**src/design/bdtr_pkg.sv**
```systemverilog
`timescale 1ns / 1ps

package bdtr_pkg;

  // rpm = RpmNumerator / (period * poles)
  localparam int unsigned QuoWidth = 27;
  localparam int unsigned DenWidth = 24;
  localparam int unsigned RpmWidth = 26;
  localparam logic [QuoWidth-1:0] RpmNumerator = 27'd120000000;
  localparam logic [RpmWidth-1:0] RpmMax = '1;

  // Stop code: exponent 7, mantissa all ones
  localparam logic [2:0] StopExpo = 3'd7;
  localparam logic [8:0] StopMant = 9'h1FF;

  // Per-request side information carried alongside the division
  typedef struct packed {
    logic        ok;
    logic [15:0] word;
    logic        ext;
    logic        rpm_zero;
  } bdtr_info_t;

  // State of one divider stage
  typedef struct packed {
    bdtr_info_t          info;
    logic [DenWidth-1:0] den;
    logic [DenWidth-1:0] rem;
    logic [QuoWidth-1:0] quo;
  } bdtr_div_t;

  // GCR symbol to nibble; bit 4 set flags a symbol with no code
  function automatic logic [4:0] gcr_nibble(input logic [4:0] sym);
    logic [4:0] res;
    unique case (sym)
      5'd9:    res = 5'h09;
      5'd10:   res = 5'h0A;
      5'd11:   res = 5'h0B;
      5'd13:   res = 5'h0D;
      5'd14:   res = 5'h0E;
      5'd15:   res = 5'h0F;
      5'd18:   res = 5'h02;
      5'd19:   res = 5'h03;
      5'd21:   res = 5'h05;
      5'd22:   res = 5'h06;
      5'd23:   res = 5'h07;
      5'd25:   res = 5'h00;
      5'd26:   res = 5'h08;
      5'd27:   res = 5'h01;
      5'd29:   res = 5'h04;
      5'd30:   res = 5'h0C;
      default: res = 5'h10;
    endcase
    return res;
  endfunction

endpackage

```
**src/design/bdtr_decode.sv**
```systemverilog
`timescale 1ns / 1ps

module bdtr_decode import bdtr_pkg::*; (
  input  logic        clk_i,
  input  logic        rst_ni,
  input  logic        valid_i,
  output logic        ready_o,
  input  logic [20:0] wire_bits_i,
  input  logic [7:0]  pole_i,
  input  logic        ready_i,
  output logic        valid_o,
  output bdtr_info_t  info_o,
  output logic [15:0] period_o,
  output logic [7:0]  pole_o
);

  logic        valid_q;
  bdtr_info_t  info_d, info_q;
  logic [15:0] period_d, period_q;
  logic [7:0]  pole_q;

  logic [19:0] gcr;
  logic [4:0]  nib [4];
  logic [15:0] word;
  logic        ok;
  logic [2:0]  expo;
  logic [8:0]  mant;

  // Undo transition coding, then map the four symbols
  always_comb begin
    gcr = wire_bits_i[19:0] ^ wire_bits_i[20:1];
    for (int k = 0; k < 4; k++) begin
      nib[k] = gcr_nibble(gcr[5*k +: 5]);
    end
    ok   = !(nib[0][4] | nib[1][4] | nib[2][4] | nib[3][4]);
    word = ok ? {nib[3][3:0], nib[2][3:0], nib[1][3:0], nib[0][3:0]} : 16'h0000;
    expo = word[15:13];
    mant = word[12:4];

    info_d.ok       = ok;
    info_d.word     = word;
    info_d.ext      = (word[15:12] != 4'h0) && !word[12];
    info_d.rpm_zero = !ok || (mant == 9'h000) || ((expo == StopExpo) && (mant == StopMant)) ||
                      (pole_i == 8'h00);
    period_d        = {7'h00, mant} << expo;
  end

  assign ready_o = !valid_q || ready_i;

  always_ff @(posedge clk_i or negedge rst_ni) begin
    if (!rst_ni) begin
      valid_q <= 1'b0;
    end else if (ready_o) begin
      valid_q <= valid_i;
    end
  end

  always_ff @(posedge clk_i) begin
    if (ready_o && valid_i) begin
      info_q   <= info_d;
      period_q <= period_d;
      pole_q   <= pole_i;
    end
  end

  assign valid_o  = valid_q;
  assign info_o   = info_q;
  assign period_o = period_q;
  assign pole_o   = pole_q;

endmodule

```
**src/design/bdtr_denom.sv**
```systemverilog
`timescale 1ns / 1ps

module bdtr_denom import bdtr_pkg::*; (
  input  logic        clk_i,
  input  logic        rst_ni,
  input  logic        valid_i,
  output logic        ready_o,
  input  bdtr_info_t  info_i,
  input  logic [15:0] period_i,
  input  logic [7:0]  pole_i,
  input  logic        ready_i,
  output logic        valid_o,
  output bdtr_div_t   div_o
);

  logic      valid_q;
  bdtr_div_t div_d, div_q;

  // Denominator = period * poles; divider starts with empty remainder
  always_comb begin
    div_d.info = info_i;
    div_d.den  = DenWidth'(period_i) * DenWidth'(pole_i);
    div_d.rem  = '0;
    div_d.quo  = '0;
  end

  assign ready_o = !valid_q || ready_i;

  always_ff @(posedge clk_i or negedge rst_ni) begin
    if (!rst_ni) begin
      valid_q <= 1'b0;
    end else if (ready_o) begin
      valid_q <= valid_i;
    end
  end

  always_ff @(posedge clk_i) begin
    if (ready_o && valid_i) begin
      div_q <= div_d;
    end
  end

  assign valid_o = valid_q;
  assign div_o   = div_q;

endmodule

```
**src/design/bdtr_div_stage.sv**
```systemverilog
`timescale 1ns / 1ps

module bdtr_div_stage import bdtr_pkg::*; (
  input  logic      clk_i,
  input  logic      rst_ni,
  input  logic      valid_i,
  output logic      ready_o,
  input  logic      num_bit_i,
  input  bdtr_div_t div_i,
  input  logic      ready_i,
  output logic      valid_o,
  output bdtr_div_t div_o
);

  logic            valid_q;
  bdtr_div_t       div_d, div_q;
  logic [DenWidth:0] trial;
  logic [DenWidth:0] diff;
  logic            take;

  // One restoring step: bring in a numerator bit, subtract if it fits
  always_comb begin
    trial = {div_i.rem, num_bit_i};
    diff  = trial - {1'b0, div_i.den};
    take  = trial >= {1'b0, div_i.den};

    div_d.info = div_i.info;
    div_d.den  = div_i.den;
    div_d.rem  = take ? diff[DenWidth-1:0] : trial[DenWidth-1:0];
    div_d.quo  = {div_i.quo[QuoWidth-2:0], take};
  end

  assign ready_o = !valid_q || ready_i;

  always_ff @(posedge clk_i or negedge rst_ni) begin
    if (!rst_ni) begin
      valid_q <= 1'b0;
    end else if (ready_o) begin
      valid_q <= valid_i;
    end
  end

  always_ff @(posedge clk_i) begin
    if (ready_o && valid_i) begin
      div_q <= div_d;
    end
  end

  assign valid_o = valid_q;
  assign div_o   = div_q;

endmodule

```
**src/design/bdshot_telemetry_rpm_decoder_unit.sv**
```systemverilog
`timescale 1ns / 1ps

// Channel    Direction  Handshake                Payload
// input      in         in_valid_i / in_stall_o  wire_bits_i
// output     out        out_valid_o / out_stall_i valid_res_o, telemetry_word_o,
//                                                 is_extended_o, rpm_o
// config     in         APB write/read           pole_count at byte address 0
//
// One request per cycle while out_stall_i is low; the stages are GCR decode, denominator multiply,
// 27 restoring divider stages (one quotient bit each), output register.
// Reset clears all stage valid bits and sets pole_count to 14.
// Each stage holds while the stage after it is full and stalled, so bubbles
// collapse and in_stall_o rises only when every stage is occupied.

module bdshot_telemetry_rpm_decoder_unit import bdtr_pkg::*; (
  input  logic                clk_i,
  input  logic                rst_ni,
  // input channel
  input  logic                in_valid_i,
  output logic                in_stall_o,
  input  logic [20:0]         wire_bits_i,
  // output channel
  output logic                out_valid_o,
  input  logic                out_stall_i,
  output logic                valid_res_o,
  output logic [15:0]         telemetry_word_o,
  output logic                is_extended_o,
  output logic [RpmWidth-1:0] rpm_o,
  // configuration
  input  logic                psel,
  input  logic                penable,
  input  logic                pwrite,
  input  logic [2:0]          paddr,
  input  logic [31:0]         pwdata,
  output logic [31:0]         prdata,
  output logic                pready
);

  localparam int unsigned NumStages = QuoWidth;

  // Configuration register
  logic [7:0] pole_count_q;

  assign pready = 1'b1;
  assign prdata = (paddr[2] == 1'b0) ? {24'h000000, pole_count_q} : 32'h00000000;

  always_ff @(posedge clk_i or negedge rst_ni) begin
    if (!rst_ni) begin
      pole_count_q <= 8'd14;
    end else if (psel && penable && pwrite && (paddr[2] == 1'b0)) begin
      pole_count_q <= pwdata[7:0];
    end
  end

  // Decode stage
  logic        dec_ready, dec_valid;
  bdtr_info_t  dec_info;
  logic [15:0] dec_period;
  logic [7:0]  dec_pole;
  logic        den_ready, den_valid;
  bdtr_div_t   den_div;

  logic      stg_valid [NumStages+1];
  logic      stg_ready [NumStages+1];
  bdtr_div_t stg_div   [NumStages+1];

  logic out_ready;

  assign in_stall_o = !dec_ready;

  bdtr_decode u_decode (
    .clk_i       (clk_i),
    .rst_ni      (rst_ni),
    .valid_i     (in_valid_i),
    .ready_o     (dec_ready),
    .wire_bits_i (wire_bits_i),
    .pole_i      (pole_count_q),
    .ready_i     (den_ready),
    .valid_o     (dec_valid),
    .info_o      (dec_info),
    .period_o    (dec_period),
    .pole_o      (dec_pole)
  );

  // Denominator stage
  bdtr_denom u_denom (
    .clk_i    (clk_i),
    .rst_ni   (rst_ni),
    .valid_i  (dec_valid),
    .ready_o  (den_ready),
    .info_i   (dec_info),
    .period_i (dec_period),
    .pole_i   (dec_pole),
    .ready_i  (stg_ready[0]),
    .valid_o  (den_valid),
    .div_o    (den_div)
  );

  assign stg_valid[0] = den_valid;
  assign stg_div[0]   = den_div;

  // Divider pipeline, numerator bits most significant first
  for (genvar k = 0; k < NumStages; k++) begin : g_div
    bdtr_div_stage u_stage (
      .clk_i     (clk_i),
      .rst_ni    (rst_ni),
      .valid_i   (stg_valid[k]),
      .ready_o   (stg_ready[k]),
      .num_bit_i (RpmNumerator[NumStages-1-k]),
      .div_i     (stg_div[k]),
      .ready_i   (stg_ready[k+1]),
      .valid_o   (stg_valid[k+1]),
      .div_o     (stg_div[k+1])
    );
  end

  assign stg_ready[NumStages] = out_ready;

  // Output register with saturation
  logic                out_valid_q;
  logic                valid_res_q;
  logic [15:0]         word_q;
  logic                ext_q;
  logic [RpmWidth-1:0] rpm_d, rpm_q;
  bdtr_div_t           fin;

  assign fin       = stg_div[NumStages];
  assign out_ready = !out_valid_q || !out_stall_i;

  always_comb begin
    if (fin.info.rpm_zero) begin
      rpm_d = '0;
    end else if (fin.quo[QuoWidth-1]) begin
      rpm_d = RpmMax;
    end else begin
      rpm_d = fin.quo[RpmWidth-1:0];
    end
  end

  always_ff @(posedge clk_i or negedge rst_ni) begin
    if (!rst_ni) begin
      out_valid_q <= 1'b0;
    end else if (out_ready) begin
      out_valid_q <= stg_valid[NumStages];
    end
  end

  always_ff @(posedge clk_i) begin
    if (out_ready && stg_valid[NumStages]) begin
      valid_res_q <= fin.info.ok;
      word_q      <= fin.info.word;
      ext_q       <= fin.info.ext;
      rpm_q       <= rpm_d;
    end
  end

  assign out_valid_o      = out_valid_q;
  assign valid_res_o      = valid_res_q;
  assign telemetry_word_o = word_q;
  assign is_extended_o    = ext_q;
  assign rpm_o            = rpm_q;

endmodule
```
**config.mk**
```make
export PLATFORM = sky130hd
export DESIGN_NAME = bdshot_telemetry_rpm_decoder_unit
export DESIGN_NICKNAME = d
export VERILOG_FILES = /design/src/design/bdtr_pkg.sv /design/src/design/bdtr_decode.sv /design/src/design/bdtr_denom.sv /design/src/design/bdtr_div_stage.sv /design/src/design/bdshot_telemetry_rpm_decoder_unit.sv
export SDC_FILE = /design/constraint.sdc
export NUM_CORES = 2
export LEC_CHECK = 0
export ABC_CLOCK_PERIOD_IN_PS = 6200
export BUFFER_PORTS_ARGS = -buffer_cell sky130_fd_sc_hd__clkbuf_2
export CAP_MARGIN = 25
export CORE_ASPECT_RATIO = 0.7
export CORE_MARGIN = 8
export CORE_UTILIZATION = 35
export CTS_BUF_LIST = sky130_fd_sc_hd__clkbuf_4 sky130_fd_sc_hd__clkbuf_8
export DETAILED_ROUTE_END_ITERATION = 10
export MAX_ROUTING_LAYER = met4
export PLACE_DENSITY = 0.54
export RECOVER_POWER = 50
export SETUP_SLACK_MARGIN = 0.05
export SLEW_MARGIN = 20
export SYNTH_ARGS = -nofsm -noshare
export SYNTH_HDL_FRONTEND = slang
export SYNTH_HIERARCHICAL = 1
export SYNTH_SLANG_ARGS = --single-unit
```
**constraint.sdc**
```tcl
create_clock -name clk_i -period 6.2 [get_ports clk_i]
set_input_delay 0.62 -clock clk_i [delete_from_list [all_inputs] [get_ports clk_i]]
set_output_delay 0.62 -clock clk_i [all_outputs]
set_load 0.1 [all_outputs]
```
After elaboration in Yosys (flattened, before gate mapping)
Memory sizes are Yosys's and may differ from the RTL's.
Index checks and enable logic that the tools add are counted.
{ "word_totals": {"register_bits": 2307, "romBits": 640, "input_bits": 63, "out_inout_bits": 79, "wordCells": 459, "memories": 4} }
{ "classes": {"n_addsub": 26, "multipliers": 1, "order_cmp": 27, "n_eq_ne": 2, "shift": 1, "mux": 28, "bitwise_logic": 5, "reduce_logical": 105} }
{ "mem_list": {"columns": ["name", "words", "width", "read_ports", "rd_ports_with_merged_regs", "write_ports", "line_no", "source"], "rows": [
  ["(name not given)", 32, 5, 1, 0, 0, "bdtr_pkg.sv:35", "unique case (sym)"],
  ["(name not given)", 32, 5, 1, 0, 0, "bdtr_pkg.sv:35", null],
  ["(name not given)", 32, 5, 1, 0, 0, "bdtr_pkg.sv:35", null],
  ["(name not given)", 32, 5, 1, 0, 0, "bdtr_pkg.sv:35", null]
]} }
{ "op_table": {"columns": ["operator", "count"], "rows": [
  ["25-bit by 24-bit greater-or-equal comparator with 1-bit output", 26],
  ["24-bit 2-to-1 mux", 25],
  ["24-bit subtractor", 25],
  ["1-bit logical AND", 35],
  ["1-bit logical NOT", 34],
  ["1-bit logical OR", 33],
  ["26-bit 2-to-1 mux", 1],
  ["1-bit by 24-bit greater-or-equal comparator with 1-bit output, first input constant", 1],
  ["16-bit by 8-bit multiplier with 24-bit output", 1],
  ["1-bit by 24-bit subtractor with 24-bit output, first input constant", 1],
  ["20-bit XOR", 1],
  ["16-bit 2-to-1 mux", 1],
  ["9-bit by 3-bit left shift with 16-bit output", 1],
  ["9-bit equality test, second input constant", 1],
  ["9-bit logical NOT", 1],
  ["8-bit logical NOT", 1],
  ["8-bit 2-to-1 mux", 1],
  ["4-bit nonzero test", 1],
  ["3-bit equality test, second input constant", 1],
  ["1-bit OR", 3],
  ["1-bit inverter", 1]
]} }

Depth between registers and ports, before layout
{ "depth": {"depth_word": 32, "ltp_mapped": 31, "ltp_nobuf": 31} }

By module
Netlist, hierarchy kept.
{ "by_module_without_submodules": {"columns": ["mod", "instances", "cells_per_inst", "area_per_inst_um2", "seq_area_each_um2"], "rows": [
  ["bdtr_div_stage at g_div[0].u_stage ...", 23, 377, 4855.9, 2847.7],
  ["bdtr_div_stage at g_div[16].u_stage ...", 4, 321, 4558.1, 2847.7],
  ["bdtr_denom", 1, 585, 5854.4, 1316.3],
  ["bdtr_decode", 1, 357, 3306.9, 1316.3],
  ["bdshot_telemetry_rpm_decoder_unit", 1, 159, 2172.1, 1550.2]
]} }

Least setup slack after synthesis
OpenSTA, ideal clock, no wires.
{ "synth_path": {"path_kind": "register to register", "start": "reg out_valid_q, in the netlist out_valid_o", "end": "reg g_div[0].u_stage.div_q (netlist bit g_div[0].u_stage/div_o[0]) (enable)", "setup_ns": 0.677, "t_arrival_ns": 6.432, "required_ns": 5.523, "setup_slack_ns": -0.908, "path_stages_with_launch": 30, "n_path_buf": 0, "synth_period_minus_slack_ns": 7.108, "cell_sequence": "dfrtp_1 -> nand2_1 -> nand2b_1 -> nand2b_1 -> nand2b_1 -> nand2b_1 -> nand2b_1 -> nand2b_1 -> nand2b_1 -> nand2b_1 -> nand2b_1 -> nand2b_1 -> nand2b_1 -> nand2b_1 -> nand2b_1 -> nand2b_1 -> nand2b_1 -> nand2b_1 -> nand2b_1 -> nand2b_1 -> nand2b_1 -> nand2b_1 -> nand2b_1 -> nand2b_1 -> nand2b_1 -> nand2b_1 -> nand2b_1 -> nand2b_1 -> nand2b_1 -> and2_1"} }
{ "synth_lines": {"columns": ["element", "line_no", "source"], "rows": [
  ["from (decl)", "bdshot_telemetry_rpm_decoder_unit.sv:120", "logic out_valid_q;"],
  ["from (signal assigned)", "bdshot_telemetry_rpm_decoder_unit.sv:144", "out_valid_q <= stg_valid[NumStages];"],
  ["to (signal assigned)", "bdtr_div_stage.sv:45", "div_q <= div_d;"],
  ["to (decl)", "bdtr_div_stage.sv:16", "bdtr_div_t div_d, div_q;"]
]} }

==> metrics <==
Hold Path Stages 6; WL/cell 24.05 µm; final hold violation count 0; area of the multi-input gates ~53000 µm²; worst r2r src out_valid_o; synth warn 6; Max VDD drop 0.0002317 V; critical path launch point type flop; via count 86.47k; sw frac a little over two fifths; Core ar. 363400 µm²; Max Cap Viol 1; total gr overflow 0; # nets final ~12k; worst min-delay path startpoint out_stall_i; maximum clock path buffer count 4; FF/Latch Area 69090 µm²; outcome finished with violations; vias in the first global route ~80k; Via density 5.453; initial antenna violation count 20; Worst Tran Pin Value 3.090 ns; Place WS -0.9425 ns; Mapped Area 127900 µm²; clock power share 17.3%; Chip Width 738.6 µm; slowest cell delay on critical path around 0.37 ns; clk slew on worst S/H paths 0.06 ns; CTS Buf Count approximately 360; WHS Endpoint g_div[25].u_stage/valid_o; die area 385400 µm²; worst path required time 5.58 ns; cell leakage power 0.05342 µW; Hold Slack 0.1784 ns; layout cells sized above 1 ~14%; H-tree depth 5; Final Max Tran Viols 39; RSZ-0062 raised after global routing true; largest net degree at the start of global routing 74; violated checks capacitance limit, slew limit, setup timing; Starting DRT DRC Count 8585; worst reg-to-reg setup slack roughly 0.74 ns; initial core utilization between 30% and 40%; placer congestion estimate 0.9198; PortBufs 90; CTS root buf clkbuf_8; R2R depth 33; register share of total power 33.4%; Tmin final 6.509 ns; Post-Syn Instances 10.46k; first-pass GRT wire length 558400 µm; CTS tree built; Setup TNS Final -0.3091 ns; Avg Inst Size Synth 12.23 µm²; sw power 32470 µW; # clock sinks 2307; most used cell, CP nand2b_4; Post-route DRC 0; Worst Setup End Kind output pin; R2R Path End u_decode/period_o[3]; # setup viols final 1; Detail Route Antenna Nets 0; Hold WC Path Type input pin to flop; dpl hpwl 294400 µm; worst skew pair latency 1.05 ns; pwr dens around 550 nW/µm²; DIE HEIGHT 521.8 µm; fillers 34.80k; Worst EP arrival 5.89 ns; max_slew headroom -106.0%; drt pass-1 iters 7; Overall Global Routing Usage 19.50%; Internal 44400 µW; worst setup margin -0.3091 ns; post-layout util 38.79%; CP max stage cell dfrtp_2; critical path type flop to output pin; skew final 0.1259 ns; CP Max Fanout 3; area delta synth->final 10.20%; combinational power share 49.3%; I/O pin count 142; Rows ~190; Tcrit/Tclk final 105.0%; Fmax achieved 153.6 MHz; final wirelength 381400 µm
area by class of cell:
cell class / instances / share of cell area (%)
Timing Repair Buffer: 255 / 1.357
Inverter: 1015 / 2.787
Tap cell: 4862 / 4.316
Multi-Input combinational cell: 6771 / 37.34
Sequential cell: 2307 / 49.01
Clock buffer: 494 / 4.295
Antenna cell: 10 / 0.01775
Clock inverter: 144 / 0.8752
routing by layer:
| layer | GRT usage [%] | vias up | share of wire [%] |
|---|---|---|---|
| met3 | 3.143 | 369 | 6.7 |
| met1 | 31.24 | 43300 | 53 |
| li1 | - | 40020 | - |
| met2 | 25.60 | 2781 | 39 |
| met5 | - | - | 0 |
| met4 | 3.184 | 0 | 1.4 |
how the worst max path moves through the flow:
| stage | from | endpoint | slack, ns | cells past startpoint |
|---|---|---|---|---|
| final | out_valid_o | in_stall_o | -0.31 | 32 |
| after global routing | out_valid_o | in_stall_o | -0.57 | 32 |
| after CTS | out_valid_o | in_stall_o | -0.48 | 32 |
| after detailed placement | out_stall_i | in_stall_o | -0.94 | 33 |
| after global placement | out_stall_i | in_stall_o | -1.17 | 33 |
| after floorplan | out_valid_o | in_stall_o | -0.11 | 31 |
sequential cells by signal, summed over array words and instances, names as in the netlist:
| signal | flops |
|---|---|
| u_denom/valid_o | 1 |
| u_decode/info_o | 19 |
| g_div.u_stage/valid_o | 27 |
| out_valid_o | 1 |
| u_decode/valid_o | 1 |
| g_div.u_stage/div_o | 2139 |
| u_decode/period_o | 16 |
| pole_count_q | 8 |
| u_denom/div_o | 43 |
| rpm_o | 26 |
| telemetry_word_o | 16 |
| u_decode/pole_o | 8 |
| is_extended_o | 1 |
| valid_res_o | 1 |
layout by cell type (no fill, tap or decap), types with 125 or more instances in the layout:
| cell type | count |
|---|---|
| nor2_1 | 372 |
| buf_4 | 128 |
| nand2_1 | 452 |
| xor2_1 | 125 |
| mux2_4 | 130 |
| and2_1 | 158 |
| ha_1 | 700 |
| a21oi_1 | 637 |
| nand3_1 | 380 |
| mux2_2 | 139 |
| and3_1 | 144 |
| nand4_1 | 176 |
| nor2b_1 | 125 |
| clkbuf_8 | 375 |
| inv_1 | 991 |
| edfxtp_1 | 2269 |
| xnor2_1 | 219 |
| o31ai_1 | 161 |
| o21ai_0 | 376 |
| nor3_1 | 320 |
| o21a_1 | 219 |
repair_timing:
| item | in CTS | in global routing |
|---|---|---|
| gates resized for setup | 32 | 0 |
| hold endpoints to repair | 46 | 0 |
| cloned | 0 | 0 |
| setup buffers | 14 | 11 |
| pin swaps | 1 | 1 |
| endpoints found under the setup margin | 156 | 1 |
| hold buffers | 20 | 0 |
metrics by stage:
step                      power (µW)  instances  instance area, µm²
after floorplan                52360      10550              128300
after global placement         62860      15150              132900
after detailed placement       62850      15160              133000
after CTS                      76780      15830              140800
after global routing           81440      15860              141000
final                          76870      15860              141000
power by group through the flow:
stage                     sequential [µW]  clock (µW)  combinational [µW]
after floorplan                     24500           0               27900
after global placement              25900           0               36900
after detailed placement            25900           0               37000
after CTS                           25700       13800               37300
after global routing                25900       14400               41100
final                               25700       13300               37900
critical path: cells and delay by family (launching register included):
family	cells	cell delay (ns)
simple gates	30	4.21
flops	1	0.37
buf+inv	2	0.27
Power figures use the tool's default switching activity.
